$ cat config.mk
export PLATFORM = sky130hd
export DESIGN_NAME = utf8_stream_decoder_top_flat
export DESIGN_NICKNAME = d
export VERILOG_FILES = /design/src/u8dec_pkg.sv /design/src/u8dec_if.sv /design/src/utf8_stream_decoder_top.sv /design/src/flat_wrapper.sv
export SDC_FILE = /design/constraint.sdc
export NUM_CORES = 1
export LEC_CHECK = 0
export ABC_AREA = 0
export ABC_CLOCK_PERIOD_IN_PS = 2400
export CAP_MARGIN = 20
export CORE_MARGIN = 3
export CORE_UTILIZATION = 45
export CTS_BUF_LIST = sky130_fd_sc_hd__clkbuf_2
export DETAILED_ROUTE_END_ITERATION = 12
export DONT_BUFFER_PORTS = 1
export SLEW_MARGIN = 20
export SYNTH_ARGS = -nofsm -noshare
export SYNTH_HDL_FRONTEND = slang
export SYNTH_SLANG_ARGS = --single-unit
$ cat constraint.sdc
create_clock -name clock -period 2.4 [get_ports clock]
set_input_delay 0.24 -clock clock [delete_from_list [all_inputs] [get_ports clock]]
set_output_delay 0.24 -clock clock [all_outputs]
set_load 0.02 [all_outputs]
$ cat src/u8dec_pkg.sv
// u8dec_pkg: shared widths, lead-byte ranges and field types for the UTF-8 stream decoder.
// No dependencies; compiled first.

package u8dec_pkg;

   localparam int BYTE_BITS      = 8;
   localparam int CP_BITS        = 21;
   localparam int LEN_BITS       = 3;
   localparam int LEFT_BITS      = 2;
   localparam int COUNT_BITS     = 16;  // internal character counter, 8..32
   localparam int OUT_COUNT_BITS = 16;  // presented width of char_count
   localparam int CONT_BITS      = 6;   // payload bits per continuation byte

   typedef logic [BYTE_BITS-1:0]      byte_val_type;
   typedef logic [CP_BITS-1:0]        code_point_type;
   typedef logic [LEN_BITS-1:0]       seq_len_type;
   typedef logic [LEFT_BITS-1:0]      left_type;
   typedef logic [COUNT_BITS-1:0]     count_type;
   typedef logic [OUT_COUNT_BITS-1:0] out_count_type;

   localparam byte_val_type NUL_BYTE  = 8'h00;
   localparam byte_val_type ASCII_MAX = 8'h7F;
   localparam byte_val_type LEAD2_LO  = 8'hC2;
   localparam byte_val_type LEAD2_HI  = 8'hDF;
   localparam byte_val_type LEAD3_LO  = 8'hE0;
   localparam byte_val_type LEAD3_HI  = 8'hEF;
   localparam byte_val_type LEAD4_LO  = 8'hF0;
   localparam byte_val_type LEAD4_HI  = 8'hF4;

   localparam seq_len_type LEN_NONE = 3'd0;
   localparam seq_len_type LEN_ONE  = 3'd1;
   localparam seq_len_type LEN_TWO  = 3'd2;
   localparam seq_len_type LEN_THREE = 3'd3;
   localparam seq_len_type LEN_FOUR = 3'd4;

   localparam left_type LEFT_NONE  = 2'd0;
   localparam left_type LEFT_ONE   = 2'd1;
   localparam left_type LEFT_TWO   = 2'd2;
   localparam left_type LEFT_THREE = 2'd3;

endpackage

$ cat src/u8dec_if.sv
// u8dec_req_if / u8dec_rsp_if: valid/ready channels for raw bytes and decoded characters.
// Depends on u8dec_pkg.

interface u8dec_req_if;
   import u8dec_pkg::*;

   logic         valid;
   logic         ready;
   byte_val_type in_byte;

   modport source (output valid, output in_byte, input ready);
   modport sink   (input valid, input in_byte, output ready);
endinterface

interface u8dec_rsp_if;
   import u8dec_pkg::*;

   logic           valid;
   logic           ready;
   code_point_type code_point;
   seq_len_type    seq_length;
   logic           bad_lead;
   logic           end_of_string;
   out_count_type  char_count;

   modport source (output valid, output code_point, output seq_length, output bad_lead,
                   output end_of_string, output char_count, input ready);
   modport sink   (input valid, input code_point, input seq_length, input bad_lead,
                   input end_of_string, input char_count, output ready);
endinterface

$ cat src/utf8_stream_decoder_top.sv
// utf8_stream_decoder_top: byte-serial UTF-8 decoder with per-string character count.
// Depends on u8dec_pkg and the channel interfaces in u8dec_if.sv.
//
//   channel   dir   width               contents
//   req_if    in    8                   raw text byte
//   rsp_if    out   21+3+1+1+16         code point, length, bad lead, end of string, count
//
// One byte per cycle sustained while the result is not stalled: a byte register feeds
// the classify/shift-accumulate logic, which writes the result register and the decoder
// state in the same cycle. A byte passes the byte register, then the result register.
// Synchronous active-high reset clears the valid flags of both stages and all decoder state.
// A stalled result stops the byte stage; one more byte is taken into the empty stage.

module utf8_stream_decoder_top (
   input logic clock,
   input logic reset,
   u8dec_req_if.sink   req_if,
   u8dec_rsp_if.source rsp_if
);
   import u8dec_pkg::*;

   // byte stage
   logic           in_valid_ff, in_valid_in;
   byte_val_type   in_byte_ff;

   // decoder state
   code_point_type partial_ff, partial_in;
   left_type       left_ff, left_in;
   seq_len_type    seq_total_ff, seq_total_in;
   count_type      count_ff, count_in;

   // result stage
   logic           rsp_valid_ff, rsp_valid_in;
   code_point_type cp_ff, cp_in;
   seq_len_type    len_ff, len_in;
   logic           bad_ff, bad_in;
   logic           eos_ff, eos_in;
   out_count_type  ocount_ff, ocount_in;

   logic           out_free;
   logic           advance;
   logic           req_take;
   code_point_type shifted;
   count_type      count_inc;

   assign out_free = !rsp_valid_ff || rsp_if.ready;
   assign advance  = in_valid_ff && out_free;
   assign req_if.ready = !in_valid_ff || out_free;
   assign req_take = req_if.valid && req_if.ready;

   assign shifted   = {partial_ff[CP_BITS-CONT_BITS-1:0], in_byte_ff[CONT_BITS-1:0]};
   assign count_inc = count_ff + count_type'(1);

   always_comb begin
      partial_in   = partial_ff;
      left_in      = left_ff;
      seq_total_in = seq_total_ff;
      count_in     = count_ff;
      cp_in        = '0;
      len_in       = LEN_NONE;
      bad_in       = 1'b0;
      eos_in       = 1'b0;
      ocount_in    = OUT_COUNT_BITS'(count_inc);
      rsp_valid_in = 1'b0;

      if (left_ff != LEFT_NONE) begin
         left_in = left_ff - LEFT_ONE;
         if (left_ff == LEFT_ONE) begin
            count_in     = count_inc;
            cp_in        = shifted;
            len_in       = seq_total_ff;
            rsp_valid_in = 1'b1;
            partial_in   = '0;
            seq_total_in = LEN_NONE;
         end else begin
            partial_in = shifted;
         end
      end else begin
         case (in_byte_ff) inside
            NUL_BYTE: begin
               eos_in       = 1'b1;
               ocount_in    = OUT_COUNT_BITS'(count_ff);
               rsp_valid_in = 1'b1;
               count_in     = '0;
               partial_in   = '0;
               seq_total_in = LEN_NONE;
            end
            [8'h01:ASCII_MAX]: begin
               count_in     = count_inc;
               cp_in        = CP_BITS'(in_byte_ff);
               len_in       = LEN_ONE;
               rsp_valid_in = 1'b1;
            end
            [LEAD2_LO:LEAD2_HI]: begin
               partial_in   = CP_BITS'(in_byte_ff[4:0]);
               left_in      = LEFT_ONE;
               seq_total_in = LEN_TWO;
            end
            [LEAD3_LO:LEAD3_HI]: begin
               partial_in   = CP_BITS'(in_byte_ff[3:0]);
               left_in      = LEFT_TWO;
               seq_total_in = LEN_THREE;
            end
            [LEAD4_LO:LEAD4_HI]: begin
               partial_in   = CP_BITS'(in_byte_ff[2:0]);
               left_in      = LEFT_THREE;
               seq_total_in = LEN_FOUR;
            end
            default: begin
               // stray continuation, overlong or out-of-range lead
               count_in     = count_inc;
               cp_in        = CP_BITS'(in_byte_ff[6:0]);
               len_in       = LEN_ONE;
               bad_in       = 1'b1;
               rsp_valid_in = 1'b1;
            end
         endcase
      end
   end

   always_comb begin
      in_valid_in = in_valid_ff;
      if (req_take) begin
         in_valid_in = 1'b1;
      end else if (advance) begin
         in_valid_in = 1'b0;
      end
   end

   always_ff @(posedge clock) begin
      if (reset) begin
         in_valid_ff  <= 1'b0;
         rsp_valid_ff <= 1'b0;
         partial_ff   <= '0;
         left_ff      <= LEFT_NONE;
         seq_total_ff <= LEN_NONE;
         count_ff     <= '0;
      end else begin
         in_valid_ff <= in_valid_in;
         if (advance) begin
            rsp_valid_ff <= rsp_valid_in;
            partial_ff   <= partial_in;
            left_ff      <= left_in;
            seq_total_ff <= seq_total_in;
            count_ff     <= count_in;
         end else if (rsp_if.ready) begin
            rsp_valid_ff <= 1'b0;
         end
      end
   end

   always_ff @(posedge clock) begin
      if (req_take) begin
         in_byte_ff <= req_if.in_byte;
      end
      if (advance) begin
         cp_ff     <= cp_in;
         len_ff    <= len_in;
         bad_ff    <= bad_in;
         eos_ff    <= eos_in;
         ocount_ff <= ocount_in;
      end
   end

   assign rsp_if.valid         = rsp_valid_ff;
   assign rsp_if.code_point    = cp_ff;
   assign rsp_if.seq_length    = len_ff;
   assign rsp_if.bad_lead      = bad_ff;
   assign rsp_if.end_of_string = eos_ff;
   assign rsp_if.char_count    = ocount_ff;

   // a multi-byte character in progress always knows a total longer than what remains
   a_seq_total_consistent: assert property (@(posedge clock) disable iff (reset)
      left_ff != LEFT_NONE |-> (seq_total_ff > seq_len_type'(left_ff)) &&
                               (seq_total_ff <= LEN_FOUR))
      else $error("seq_total inconsistent with bytes left");

   a_eos_fields_clear: assert property (@(posedge clock) disable iff (reset)
      rsp_valid_ff && eos_ff |-> cp_ff == '0 && len_ff == LEN_NONE && !bad_ff)
      else $error("end-of-string result carries character fields");

   a_char_has_length: assert property (@(posedge clock) disable iff (reset)
      rsp_valid_ff && !eos_ff |-> len_ff != LEN_NONE)
      else $error("character result with zero length");

   a_bad_is_single: assert property (@(posedge clock) disable iff (reset)
      rsp_valid_ff && bad_ff |-> len_ff == LEN_ONE && cp_ff[CP_BITS-1:7] == '0)
      else $error("bad lead result not a single 7-bit character");

   a_idle_between_chars: assert property (@(posedge clock) disable iff (reset)
      advance && rsp_valid_in |=> left_ff == LEFT_NONE && partial_ff == '0 ||
                                 !$past(eos_in) && $past(left_ff) == LEFT_NONE)
      else $error("decoder state not idle after a completed character");

endmodule
$ cat src/flat_wrapper.sv
// flat-port wrapper written by rule: the top's interface ports become plain ports
module utf8_stream_decoder_top_flat import u8dec_pkg::*;
  (clock, reset, req_if_valid, req_if_in_byte, req_if_ready, rsp_if_valid, rsp_if_code_point, rsp_if_seq_length, rsp_if_bad_lead, rsp_if_end_of_string, rsp_if_char_count, rsp_if_ready);
  u8dec_req_if req_if_i ();
  u8dec_rsp_if rsp_if_i ();
  input logic clock;
  input logic reset;
  input wire logic [$bits(req_if_i.valid)-1:0] req_if_valid;
  input wire logic [$bits(req_if_i.in_byte)-1:0] req_if_in_byte;
  output wire logic [$bits(req_if_i.ready)-1:0] req_if_ready;
  output wire logic [$bits(rsp_if_i.valid)-1:0] rsp_if_valid;
  output wire logic [$bits(rsp_if_i.code_point)-1:0] rsp_if_code_point;
  output wire logic [$bits(rsp_if_i.seq_length)-1:0] rsp_if_seq_length;
  output wire logic [$bits(rsp_if_i.bad_lead)-1:0] rsp_if_bad_lead;
  output wire logic [$bits(rsp_if_i.end_of_string)-1:0] rsp_if_end_of_string;
  output wire logic [$bits(rsp_if_i.char_count)-1:0] rsp_if_char_count;
  input wire logic [$bits(rsp_if_i.ready)-1:0] rsp_if_ready;
  assign req_if_i.valid = req_if_valid;
  assign req_if_i.in_byte = req_if_in_byte;
  assign req_if_ready = req_if_i.ready;
  assign rsp_if_valid = rsp_if_i.valid;
  assign rsp_if_code_point = rsp_if_i.code_point;
  assign rsp_if_seq_length = rsp_if_i.seq_length;
  assign rsp_if_bad_lead = rsp_if_i.bad_lead;
  assign rsp_if_end_of_string = rsp_if_i.end_of_string;
  assign rsp_if_char_count = rsp_if_i.char_count;
  assign rsp_if_i.ready = rsp_if_ready;
  utf8_stream_decoder_top u_core (.clock(clock), .reset(reset), .req_if(req_if_i), .rsp_if(rsp_if_i));
endmodule
---- Word-level counts from Yosys, hierarchy flattened ----
Index checks and enable logic that the tools add are counted.
cells by class
  add/sub/neg operators ................... 2
  $lt $le $gt $ge ......................... 8
  equal/unequal tests ..................... 8
  mux-type cells .......................... 55
  reduce and logical (&&, ||, !) cells .... 21
operator list
  kind                   number
  $mux 16                9
  $mux 21                6
  $mux 15                7
  $mux 3                 13
  $ge 8x8->1 const B     3
  $le 8x8->1 const B     3
  $add 16x1->16 const B  1
  $mux 1                 13
  $mux 2                 6
  $ne 4x1->1 const B     3
  $ge 8x1->1 const B     1
  $le 8x7->1 const B     1
  $logic_not 8->1        1
  $reduce_and 4->1       2
  $mux 7                 1
  $logic_and 1x1->1      6
  $reduce_bool 2->1      3
  $reduce_and 5->1       1
  $reduce_bool 5->1      1
  $ne 2x1->1 const B     2
  $reduce_bool 4->1      1
  $ne 3x1->1 const B     1
  $reduce_and 3->1       1
  $reduce_or 3->1        1
  5 further kinds        7
storage, ports and cells
  register bits after elaboration ......... 88
  input port bits ......................... 12
  output and inout bits ................... 44
  word-level logic and storage cells ...... 106

---- Longest topological paths before layout ----
Gate-level depths: netlist (run 1).
  word-level depth ........................ 9
  gate-level depth with buffers ........... 8
  depth with buffers taken out ............ 6

---- Least setup slack after synthesis (run 1) ----
Ideal clock, no wire load.
  path kind ............................... flip-flop to flip-flop
  from .................................... register u_core.in_byte_ff[1]
  to ...................................... register u_core.count_ff[2]
  library setup time ...................... 70 ps
  data arrival time ....................... 1,972 ps
  data required time ...................... 2,330 ps
  slack ................................... 358 ps
  stages on the path, launching flop included .. 7
  path buffers ............................ 1
  period minus slack after synthesis ...... 2,042 ps
  cell sequence ........................... edfxtp_1 > or4_4 > o32ai_4 > o211ai_2 > buf_6 > or3b_1 > a21oi_1
on the way
  longest elaborated chain between the ends .. 5
RTL lines
  item                                                RTL line                        text
  start: declaration                                  utf8_stream_decoder_top.sv:24   byte_val_type in_byte_ff;
  start signal: assignment                            utf8_stream_decoder_top.sv:154  in_byte_ff <= req_if.in_byte;
  branches (longest 5 deep; another with $ge 8x8->1)  -
  end signal: assignment                              utf8_stream_decoder_top.sv:145  count_ff <= count_in;
  end: declaration                                    utf8_stream_decoder_top.sv:30   count_type count_ff, count_in;
Parallel ways; which one is timed is not known.
A chain may end at the register's enable or synchronous reset.

---- Final worst setup path (run 1) ----
  from .................................... register u_core.in_byte_ff[1]
  to ...................................... register u_core.count_ff[7]
Same word-level chain as after synthesis.

==> run summary, run 1 <==
The distinct cell type count of the synthesized netlist came out at 48. The area of combinational cells with multiple inputs is between 1000 and 1500 sq um. The fraction of power consumed by the clock network is 0.347. The area enclosed by the die boundary is between 9000 and 10000 sq um. The transition time at the pin with the least slew margin is 0.531 ns. Summed over all failing endpoints, the final setup total negative slack is 0 ns. The setup check on the worst reg-to-reg path leaves a slack of roughly 0.18 ns. The number of hold violations in the final report is 0.

Of the total synthesized cell area, the portion taken by XOR and XNOR cells is 0.0322. The half-perimeter wire length after detailed placement is between 4 and 5 mm. The congestion estimate from routability-driven global placement came to roughly 0.9. The sequential cell fraction of total power came out at 0.597. For this run, the slowest stage of the critical path takes between 0.6 and 0.7 ns. The critical path data arrival time came out at roughly 2.7 ns. Summing internal, switching and leakage power gives about 2.9 mW.

Counting the fill cells in the layout gives roughly 730. The worst hold slack came out at 0.122 ns. The proportion of power drawn by combinational gates came out at 0.056.

The post-placement cell area came out at 3960 sq um. The count of cells along the worst register-to-register path came out at 5. The number of vias per cell after detailed routing came out at between 5 and 6. The cell area after synthesis is 3810 sq um.

By startpoint and endpoint, the worst setup path is classified as register to register. Across the run, the number of max-cap violations was 0. Of the total synthesized cell area, the portion taken by AND, OR, NAND and NOR gates is 0.208.

Ranked by instance count, the synthesized netlist is headed by 50 x sky130_fd_sc_hd__edfxtp_1, 38 x sky130_fd_sc_hd__dfxtp_1, 37 x sky130_fd_sc_hd__a21oi_1. The number of enable-type register cells in the synthesized netlist came out at 50. The core area is around 8000 sq um. The required time reported for the critical path endpoint is between 2 and 3 ns. The area added between synthesis and finish is 12.2%. The most used flip-flop cell after synthesis is sky130_fd_sc_hd__edfxtp_1. The post-route worst setup slack is 0.180 ns. The number of rows in the core area is 32. Of all flip-flops after synthesis, the portion carrying an async set or reset was 0. For this block, the initial DRC count from the detailed router was 86. The sequential cell area is around 2300 sq um. The maximum VDD drop came out at ~0.00027 V.

The final cycle utilization of the critical path came out at 0.925. The power spent charging and discharging nets came out at 704 uW. Dividing total power by cell area gives a power density of between 600 and 700 nW/um^2. After synthesis, the largest family of logic cells by area is simple AND/OR/NAND/NOR gates. The TritonCTS buffer count came out at 9. The Yosys step of the flow raised 0 warnings. The timing-limited maximum frequency is 450 MHz. The cell-internal power is ~2.2 mW.

The mux cell area share after synthesis came out at 0.00263. The clock slew seen by the registers of the worst setup and hold paths is 0.24 ns. TritonCTS built the clock tree. The clock period minus final worst setup slack came out at roughly 2.2 ns. In the post-synthesis netlist, the cell with the most instances is sky130_fd_sc_hd__edfxtp_1. The critical path goes through or4_4, o32ai_4, o211ai_4, or4_1, a21oi_1. The post-layout instance count excluding filler cells is 485. The synthesized netlist net count came out at approximately 370.

The combined global-route utilization of all metal layers came out at 0.166. Summed over all layers, the global routing overflow is 0. The flow ran to the end, and the final reports show no timing, DRC or antenna violations.

The longest clock path from root to sink contains 2 buffers. The DRC violation count after routing came out at 0. Setup repair after global routing left no endpoint under its margin. Synthesis handed over a netlist of 359 instances. Summed over all instances, the cell type with the most area after synthesis is sky130_fd_sc_hd__edfxtp_1.

The number of placed cells counting well taps is 457. The average detailed-routed wire length per instance is roughly 16 um. The tightest min-delay check is of the primary input to register type.

The wire length of the first global-routing pass came out at about 13 mm. The clock sink total came out at between 80 and 90. The overall via count from detail_route is 2697. The average footprint of a synthesized cell came out at between 10 and 15 sq um.

In this run the tightest slew margin relative to its limit is 0.643. The number of global-route vias before repair came out at around 2600. The number of antenna violations at the first check in global routing is 0.

Synthesis inferred between 80 and 90 register bits. The largest net degree at the start of global routing came out at between 40 and 50. STA classifies the critical path startpoint as a register.

The adder and majority gate portion of the synthesized area came out at 0.00657. The share of the yosys chip area belonging to registers came out at 0.594. The number of port buffers came out at 0. Before CTS, the worst setup slack after placement is about 0.17 ns. The number of endpoints failing setup at the final stage came out at 0. The compound-cell area share of the yosys netlist came out at 0.128. The initial standard-cell utilization of the core came out at 0.478.

The maximum fanout along the worst path came out at 14. The cell area after layout is approximately 4300 sq um. On the critical path, the stage with the largest delay is an instance of sky130_fd_sc_hd__or4_4. After synthesis, the cell types taking the most area are sky130_fd_sc_hd__edfxtp_1 39%, sky130_fd_sc_hd__dfxtp_1 20%, sky130_fd_sc_hd__a21oi_1 4.9%. For this run, the detailed router's first-pass iteration total came to 4. The cell count of the worst hold path is 1. The net switching share of the total power came out at 0.245. Wires add up to approximately 7.5 mm. The clock latency on the worst-skew pair came out at about 0.54 ns.

The antenna violation net count after detailed routing came out at 0. CTS placed an instance of sky130_fd_sc_hd__clkbuf_2 at the clock tree root. The leakage dissipation is 1.46 nW. STA classifies the critical path endpoint as a register. The total count of max-transition violations in the final report is 0.

The number of top-level pins is 56. The final layout contains a little under 400 nets. The area share of the largest cell type after synthesis is 0.394. The H-tree depth reported by CTS is 3. Measured on the finished design, the core utilization comes to 0.536. The proportion of layout cells with a drive suffix above 1 came out at 0.104. The die width came out at roughly 98 um.

The antenna diode count is 0. In this run the vertical extent of the chip is 98.0 um. The worst-case clock skew came out at approximately 0.015 ns.
-- sequential cells by signal, summed over array words and instances, names as in the netlist, 2 cells and up --
register / cells
u_core.in_byte_ff: 8
u_core.left_ff: 2
u_core.rsp_if.char_count: 16
u_core.rsp_if.seq_length: 3
u_core.partial_ff: 15
u_core.rsp_if.code_point: 21
u_core.count_ff: 16
u_core.seq_total_ff: 3
-- power by group through the flow --
stage / clock network, mW / logic [mW] / registers (mW)
after detailed placement: 0 / 0.130 / 1.75
after global placement: 0 / 0.128 / 1.75
final: 0.998 / 0.160 / 1.72
after floorplan: 0 / 0.104 / 1.74
after global routing: 1.09 / 0.181 / 1.72
after CTS: 1.03 / 0.160 / 1.72
-- area by class of cell --
cell class	count	area share
clock buffer	9	0.0105
clock inverter	7	0.0299
tap	102	0.0299
inverter	7	0.00615
timing repair buffer	26	0.0551
multi-input combinational	246	0.339
sequential	88	0.529
-- layout by cell type, fill, tap and decap left out, drive strengths merged, types with 5 or more instances in the layout --
cell and count:
a21oi 37, nor2 29, nor3 5, o21ai 21
xnor2 6, nand3 22, dfxtp 38, xor2 8
clkbuf 9, buf 15, nand2 33, inv 8
edfxtp 50, or3 7, dlygate4sd3 11, and2 22
or4 8
-- routing by layer --
| metal | routed length (um) | vias up | GRT usage | part of all wire |
|---|---|---|---|---|
| met1 | 3530 | 1279 | 0.225 | 0.47 |
| met3 | 349 | 10 | 0.0393 | 0.046 |
| met2 | 3530 | 67 | 0.258 | 0.47 |
| met5 | 0 | - | 0 | 0 |
| met4 | 110 | 0 | 0.0639 | 0.015 |
| li1 | - | 1341 | - | - |
-- worst paths after layout --
check,start,endpoint
max,u_core.in_byte_ff[1],u_core.count_ff[7]
min,req_if_valid,u_core.in_byte_ff[6]
max reg2reg,u_core.in_byte_ff[1],u_core.count_ff[7]
min reg2reg,u_core.partial_ff[13],u_core.partial_ff[13]
-- logic make-up after synthesis --
logic type / after synthesis
XOR/XNOR: 14
buffers and inverters: 25
adder cells (fa/ha/maj): 2
flip-flops: 88
AO/OA/AOI/OAI: 78
multiplexers: 1
AND/OR/NAND/NOR: 151
-- repair_timing --
item | CTS | global route
setup buffers | 0 | 0
hold buffers | 12 | 0
hold endpoints to repair | 46 | 0
endpoints found under the setup margin | 0 | 15
gates resized for setup | 0 | 3
-- worst max-delay path: cells and delay by family (launching register included) --
family | cells | cell delay (ns)
DFF | 1 | 0.51
and+or+nand+nor | 2 | 1.04
AOI/OAI and AO/OA | 3 | 0.63
Power figures use the tool's default switching activity.
==> run 2, diff against run 1 <==
Settings changed: CORE_UTILIZATION 45 to 30, CTS_BUF_LIST sky130_fd_sc_hd__clkbuf_2 to sky130_fd_sc_hd__clkbuf_16.
==> run summary, run 2 (synthesis gave the netlist of run 1 again) <==
The run finished with clean final reports. The transition time at the pin with the least slew margin came out at 0.665 ns (+0.134 ns). The area added between synthesis and finish is 16.8%. The startpoint identified for the worst register-to-register timing path is u_core.in_byte_ff[1]. The number of rows in the core area came out at 40 (+25%). The leakage dissipation is 1.50 nW (+2.9%).

The worst hold slack is 0.0197 ns (-0.102 ns). The critical path data arrival time came to 2.48 ns (-0.22 ns). The maximum cell stage delay along the critical path is 0.62 ns (about the same). The total iterations of the first detailed-routing run is 4 (unchanged). The number of top-level pins came to 56 (unchanged). The fraction of power consumed by the clock network came to 0.410 (+0.063). The worst-case clock skew came out at 0.00619 ns (-0.00929 ns). The number of antenna violations at the first check in global routing came out at 0 (unchanged). The flip-flop count of the largest register after layout came out at 21 (unchanged). The sequential cell fraction of total power is 0.540 (-0.057). The required time reported for the critical path endpoint came to 2.67 ns (-0.21 ns).

The antenna diode count came out at 0 (unchanged). The total buffers and inverters traversed by the critical path is 0 (unchanged). The root buffer cell is sky130_fd_sc_hd__clkbuf_16. The clock sink total came out at 88 (unchanged). Leaving out fill and tap cells, the most frequent cell in the layout is sky130_fd_sc_hd__edfxtp_1. The max-cap violation count came out at 0 (unchanged). The maximum VDD drop came out at 0.000321 V (+21%). The final cycle utilization of the critical path came out at 0.922 (-0.00286). The DRC violation count after routing came to 0 (unchanged).

The endpoint with the worst hold slack is u_core.in_valid_ff. The number of port buffers is 0 (unchanged). Setup repair after global routing left no endpoint under its margin. The critical path is of the register to register type. The number of nets in the layout is 392 (unchanged). The clock slew seen by the registers of the worst setup and hold paths came out at 0.07 ns (-0.17 ns).

The min-delay analysis places its worst path in the category primary input to register. The post-detailed-routing wire length is 8.10 mm (+7.8%). The TritonCTS buffer count is 9 (unchanged).

The clock latency on the worst-skew pair came out at 0.34 ns (-0.20 ns). The slack of the worst reg-to-reg path is 0.19 ns (about the same). The maximum fanout along the worst path is 6 (-8). The filler cell count in the final layout came to 1232 (+69%).

The total count of max-transition violations in the final report came to 0 (unchanged). The areal power density over the cells came to 715 nW/um^2 (+6.3%). The final global-route overflow total is 0 (unchanged). The cell family contributing the most delay on the critical path is simple AND/OR/NAND/NOR gates. The cell count of the worst hold path is 2 (+1). The worst hold path begins at req_if_valid. The signal on the critical path passes through or4_4, o2111ai_2, nor3b_2, o21ai_0, a21oi_1. In the layout the commonest cells are 50 x sky130_fd_sc_hd__edfxtp_1, 38 x sky130_fd_sc_hd__dfxtp_1, 37 x sky130_fd_sc_hd__a21oi_1.

The die width came to 119 um (+21%). TritonCTS built the clock tree. The global placer's final weighted congestion came out at 0.799 (-11%). The wire length of the first global-routing pass is 13.9 mm (+7.9%). The H-tree depth reported by CTS is 3 (unchanged).

The number of global-route vias before repair is 2704 (+2.1%). The number of hold violations in the final report is 0 (unchanged). For this design, the slowest cell found on the critical path is sky130_fd_sc_hd__or4_4. The die height came out at 119 um (+21%). The number of vias per cell after detailed routing came out at 4.87 (-12%).

STA classifies the critical path endpoint as a register. The cell-internal power is 2.41 mW (+11%). The net switching share of the total power was 0.241 (-0.00390). The largest net degree at the start of global routing is 37 (-9.8%). The pre-CTS setup slack is 0.0909 ns (-0.0815 ns). The clock period minus final worst setup slack is 2.21 ns (-0.00687 ns). The average detailed-routed wire length per instance is 14.7 um (-5.2%).

The post-route worst setup slack came out at 0.186 ns (+0.00687 ns). The combined global-route utilization of all metal layers is 0.122 (-0.0431). The antenna violation net count after detailed routing came out at 0 (unchanged).

The half-perimeter wire length after detailed placement came out at 5.57 mm (+14%). The area enclosed by the die boundary was 14100 sq um (+47%). The number of post-CTS setup repair buffers is 0 (unchanged). The proportion of layout cells with a drive suffix above 1 came out at 0.104 (unchanged). The count of cells along the worst register-to-register path came out at 5 (unchanged). The number of endpoints failing setup at the final stage is 0 (unchanged).

The tightest slew margin relative to the limit is 0.555 (-0.0875). The proportion of power drawn by combinational gates is 0.050 (-0.006). The number of DRC markers after the initial detailed-route iteration came out at 178 (+110%).

The overall via count from detail_route is 2683 (-0.52%). The worst setup path is launched from a register. The accumulated negative setup slack is 0 ns (unchanged).

The timing-limited maximum frequency came out at 452 MHz (+0.31%). The power spent charging and discharging nets came to 767 uW (+8.9%). The maximum buffer depth of the clock tree is 2 (unchanged).

The initial standard-cell utilization of the core is 0.312 (-0.166). In this run the critical register-to-register path is captured at u_core.seq_total_ff[2]. The core area is 12200 sq um (+53%).
run 2: changes by cell type in the layout (fill, tap and decap cells not counted), moves of 2 or more:
cell / before / now
sky130_fd_sc_hd__clkbuf_2: 9 / 0
sky130_fd_sc_hd__clkbuf_16: 0 / 9
sky130_fd_sc_hd__bufinv_16: 3 / 0
sky130_fd_sc_hd__clkinv_4: 2 / 0
sky130_fd_sc_hd__dlygate4sd3_1: 11 / 8
sky130_fd_sc_hd__buf_4: 14 / 17
sky130_fd_sc_hd__inv_6: 1 / 4
run 2: per-layer routing:
layer,vias to the layer above,track usage,share of wire
li1,1341,-,-
met5,-,0,0
met3,13,0.0373,0.052
met1,1258,0.162,0.48
met2,71,0.184,0.44
met4,0,0.0565,0.025
run 2: what timing repair did:
| action | 4_1_cts | 5_1_grt |
|---|---|---|
| gates resized for setup | 0 | 1 |
| endpoints found under the hold margin | 44 | 0 |
| hold buffers | 9 | 0 |
| endpoints found under the setup margin | 0 | 6 |
run 2: how the worst max path moves through the flow:
stage / start / endpoint / depth (start not counted)
after floorplan: u_core.in_byte_ff[1] / u_core.count_ff[2] / 6
after global placement: u_core.in_byte_ff[1] / u_core.count_ff[7] / 5
after detailed placement: u_core.in_byte_ff[1] / u_core.count_ff[7] / 5
after CTS: u_core.in_byte_ff[1] / u_core.count_ff[7] / 5
after global routing: u_core.in_byte_ff[1] / u_core.seq_total_ff[2] / 5
final: u_core.in_byte_ff[1] / u_core.seq_total_ff[2] / 5
run 2: layout make-up:
cell class / instances / area, sq um / share of cell area
clock inverter: 7 / 51.3 / 0.0115
sequential: 88 / 2260 / 0.509
timing repair buffer: 26 / 228 / 0.0512
clock buffer: 9 / 225 / 0.0506
multi-input combinational: 246 / 1440 / 0.325
inverter: 7 / 26.3 / 0.00591
tap: 168 / 210 / 0.0473
run 2: stage by stage:
stage / util / std cells / instance area (sq um) / power (mW)
2_1_floorplan: - / 359 / 3810 / 1.84
3_3_place_gp: 0.333 / 526 / 4060 / 1.88
3_5_place_dp: 0.333 / 526 / 4060 / 1.89
4_1_cts: 0.363 / 551 / 4440 / 3.23
5_1_grt: 0.364 / 551 / 4450 / 3.32
6_report: 0.364 / 551 / 4450 / 3.18
run 2: power groups by stage:
stage	clock [mW]	combinational, mW	sequential (mW)
2_1_floorplan	0	0.104	1.74
3_5_place_dp	0	0.136	1.75
4_1_cts	1.35	0.160	1.72
6_report	1.30	0.160	1.72
3_3_place_gp	0	0.135	1.75
5_1_grt	1.42	0.180	1.72
run 2: worst register-to-register path, delay by kind of cell (launching register included):
kind	cells	cell delay [ns]
and+or+nand+nor	2	1.05
AOI/OAI and AO/OA	3	0.62
DFF	1	0.47
==> run 3, diff against run 2 <==
Settings changed: CELL_PAD_IN_SITES_DETAIL_PLACEMENT set to 2, CELL_PAD_IN_SITES_GLOBAL_PLACEMENT set to 2, PLACE_DENSITY_LB_ADDON set to 0.1.
==> run summary, run 3 (synthesis gave the netlist of run 1 again) <==
The core area is 12200 sq um (unchanged). The number of rows in the core area came to 40 (unchanged). The maximum buffer depth of the clock tree came out at 2 (unchanged). The H-tree depth reported by CTS is 3 (unchanged). The endpoint identified for the worst register-to-register timing path is u_core.partial_ff[10]. The accumulated negative setup slack came out at 0 ns (unchanged). The slack of the worst reg-to-reg path is 0.21 ns (+0.02 ns). The min-delay analysis places its worst path in the category primary input to register. The transition time at the pin with the least slew margin was 0.662 ns (-0.00383 ns). The antenna violation net count after detailed routing came out at 0 (unchanged). The worst setup path is of the register to register kind. The largest net degree at the start of global routing came out at 37 (unchanged). The total count of max-transition violations in the final report was 0 (unchanged). The library cells used most frequently in the layout, excluding fill and tap cells, are 50 x sky130_fd_sc_hd__edfxtp_1, 38 x sky130_fd_sc_hd__dfxtp_1, 37 x sky130_fd_sc_hd__a21oi_1. The number of antenna violations at the first check in global routing was 0 (unchanged). The area enclosed by the die boundary came out at 14100 sq um (unchanged). The number of top-level pins is 56 (unchanged). The areal power density over the cells came out at 716 nW/um^2 (about the same). The post-detailed-routing wire length is 9.76 mm (+20%).

The proportion of power drawn by combinational gates came out at 0.054 (+0.004). The cell area after layout came out at 4490 sq um (+1.1%). The half-perimeter wire length after detailed placement came to 6.48 mm (+16%). Setup repair after global routing left no endpoint under its margin. The maximum fanout along the worst path came to 10 (+4). For hold timing, the worst endpoint is u_core.in_valid_ff. The number of placed cells counting well taps came out at 530 (+0.76%). The clock slew seen by the registers of the worst setup and hold paths came out at 0.06 ns (about the same). The combined global-route utilization of all metal layers came out at 0.150 (+0.0272). The power spent charging and discharging nets came to 759 uW (-1.0%). The antenna diode count came out at 0 (unchanged).

The net switching share of the total power came out at 0.236 (-0.00519). The DRC violation count after routing came out at 0 (unchanged). The flip-flop count of the largest register after layout is 21 (unchanged). The count of cells along the worst register-to-register path was 7 (+2). The clock period minus final worst setup slack is 2.19 ns (-0.0193 ns). The timing-limited maximum frequency was 456 MHz (+0.88%). The overall via count from detail_route was 2798 (+4.3%). The reg-to-reg critical path startpoint is u_core.in_byte_ff[5]. The final cycle utilization of the critical path is 0.914 (-0.00802). The element type at the critical path end is a register.

The number of port buffers came to 0 (unchanged). The die width came out at 119 um (unchanged). The number of vias per cell after detailed routing came out at 5.04 (+3.5%). The required time reported for the critical path endpoint is 2.68 ns (about the same).

TritonCTS built the clock tree. The number of hold violations in the final report came to 0 (unchanged). The post-route worst setup slack came out at 0.206 ns (+0.0193 ns). The clock latency on the worst-skew pair came out at 0.35 ns (about the same). The wire length of the first global-routing pass came out at 16.5 mm (+19%). The critical hold path startpoint is req_if_valid. The tightest slew margin relative to the limit is 0.555 (about the same).

The average detailed-routed wire length per instance came out at 17.6 um (+20%). The number of nets in the layout is 396 (+1.0%). The post-layout instance count excluding filler cells came out at 555 (+0.73%). The clock sink total is 88 (unchanged). Clock tree synthesis selected as its root buffer the cell sky130_fd_sc_hd__clkbuf_16.

The worst-case clock skew came to 0.00818 ns (+0.00199 ns). The filler cell count in the final layout came to 1352 (+9.7%). The die height came out at 119 um (unchanged). The total power is 3.22 mW (+1.1%). The total iterations of the first detailed-routing run is 4 (unchanged).

The initial standard-cell utilization of the core came to 0.312 (unchanged). The final global-route overflow total is 0 (unchanged). The max-cap violation count came out at 0 (unchanged). The cell-internal power is 2.46 mW (+1.8%).

The fraction of power consumed by the clock network came out at 0.413 (+0.003). The global placer's final weighted congestion came out at 0.752 (-6.0%). The most common cell after layout, fill and taps aside is sky130_fd_sc_hd__edfxtp_1. The number of global-route vias before repair is 3119 (+15%). The TritonCTS buffer count is 9 (unchanged). STA classifies the critical path startpoint as a register. The number of endpoints failing setup at the final stage is 0 (unchanged). The number of post-CTS setup repair buffers came out at 0 (unchanged). The maximum VDD drop is 0.000278 V (-13%). The flow ran to the end, and the final reports show no timing, DRC or antenna violations. The sequential cell fraction of total power came to 0.533 (-0.007). The number of DRC markers after the initial detailed-route iteration was 131 (-26%). The post-placement cell area is 4100 sq um (+1.0%). The pre-CTS setup slack is 0.195 ns (+0.104 ns). The area added between synthesis and finish came out at 18.0%. The cell count of the worst hold path came out at 2 (unchanged).

The proportion of layout cells with a drive suffix above 1 came out at 0.109 (+0.00409). The leakage dissipation is 1.54 nW (+2.4%). The critical path data arrival time is 2.47 ns (about the same).
run 3: changes by cell type in the layout (fill, tap and decap cells not counted), sizes merged:
cell and change:
buf +4, clkbuf +1, clkinvlp -1
run 3: repair_timing:
item,CTS,global route
hold endpoints to repair,44,0
gates resized for setup,0,1
setup endpoints to repair,0,3
hold buffers,9,0
run 3: how the worst max path moves through the flow:
stage                                    start                    end  cells past startpoint
after floorplan           u_core.in_byte_ff[1]     u_core.count_ff[2]                      6
after global placement    u_core.in_byte_ff[4]     u_core.count_ff[7]                      5
after detailed placement  u_core.in_byte_ff[5]  u_core.partial_ff[10]                      7
after CTS                 u_core.in_byte_ff[5]  u_core.partial_ff[10]                      7
after global routing      u_core.in_byte_ff[5]  u_core.partial_ff[11]                      7
final                     u_core.in_byte_ff[5]  u_core.partial_ff[10]                      7
run 3: critical path: stages, from the launching register on:
cell and delay [ns]:
sky130_fd_sc_hd__edfxtp_1 0.52, sky130_fd_sc_hd__or4_1 0.56, sky130_fd_sc_hd__nor2_1 0.16, sky130_fd_sc_hd__inv_1 0.14
sky130_fd_sc_hd__a41oi_4 0.26, sky130_fd_sc_hd__buf_4 0.23, sky130_fd_sc_hd__nand3_1 0.09, sky130_fd_sc_hd__a21oi_1 0.16
run 3: metrics by stage:
step	hold slack (ns)	util
finish	0.0140	0.368
global route	0.0402	0.368
CTS	0.00135	0.367
detailed placement	0.318	0.336
floorplan	0.339	-
global placement	0.316	0.336
run 3: final cells by class:
cell class / instances / area, sq um / area share
well taps: 168 / 210 / 0.0468
inverters: 7 / 26.3 / 0.00585
clock buffers: 10 / 250 / 0.0557
repair buffers: 30 / 270 / 0.0601
flip-flops and latches: 88 / 2260 / 0.503
clock inverters: 6 / 28.8 / 0.00640
multi-input cells: 246 / 1450 / 0.322
run 3: routing by layer:
layer / global-route usage / vias up / routed length, um
met5: 0 / - / 0
met4: 0.0818 / 0 / 229
met3: 0.0258 / 12 / 210
met2: 0.242 / 45 / 4550
met1: 0.190 / 1387 / 4770
li1: - / 1354 / -
run 3: power by group through the flow:
stage	combinational [mW]	sequential [mW]	clock (mW)
after floorplan	0.104	1.74	0
after global placement	0.152	1.75	0
after detailed placement	0.153	1.75	0
after CTS	0.179	1.72	1.38
after global routing	0.197	1.72	1.44
final	0.175	1.71	1.33
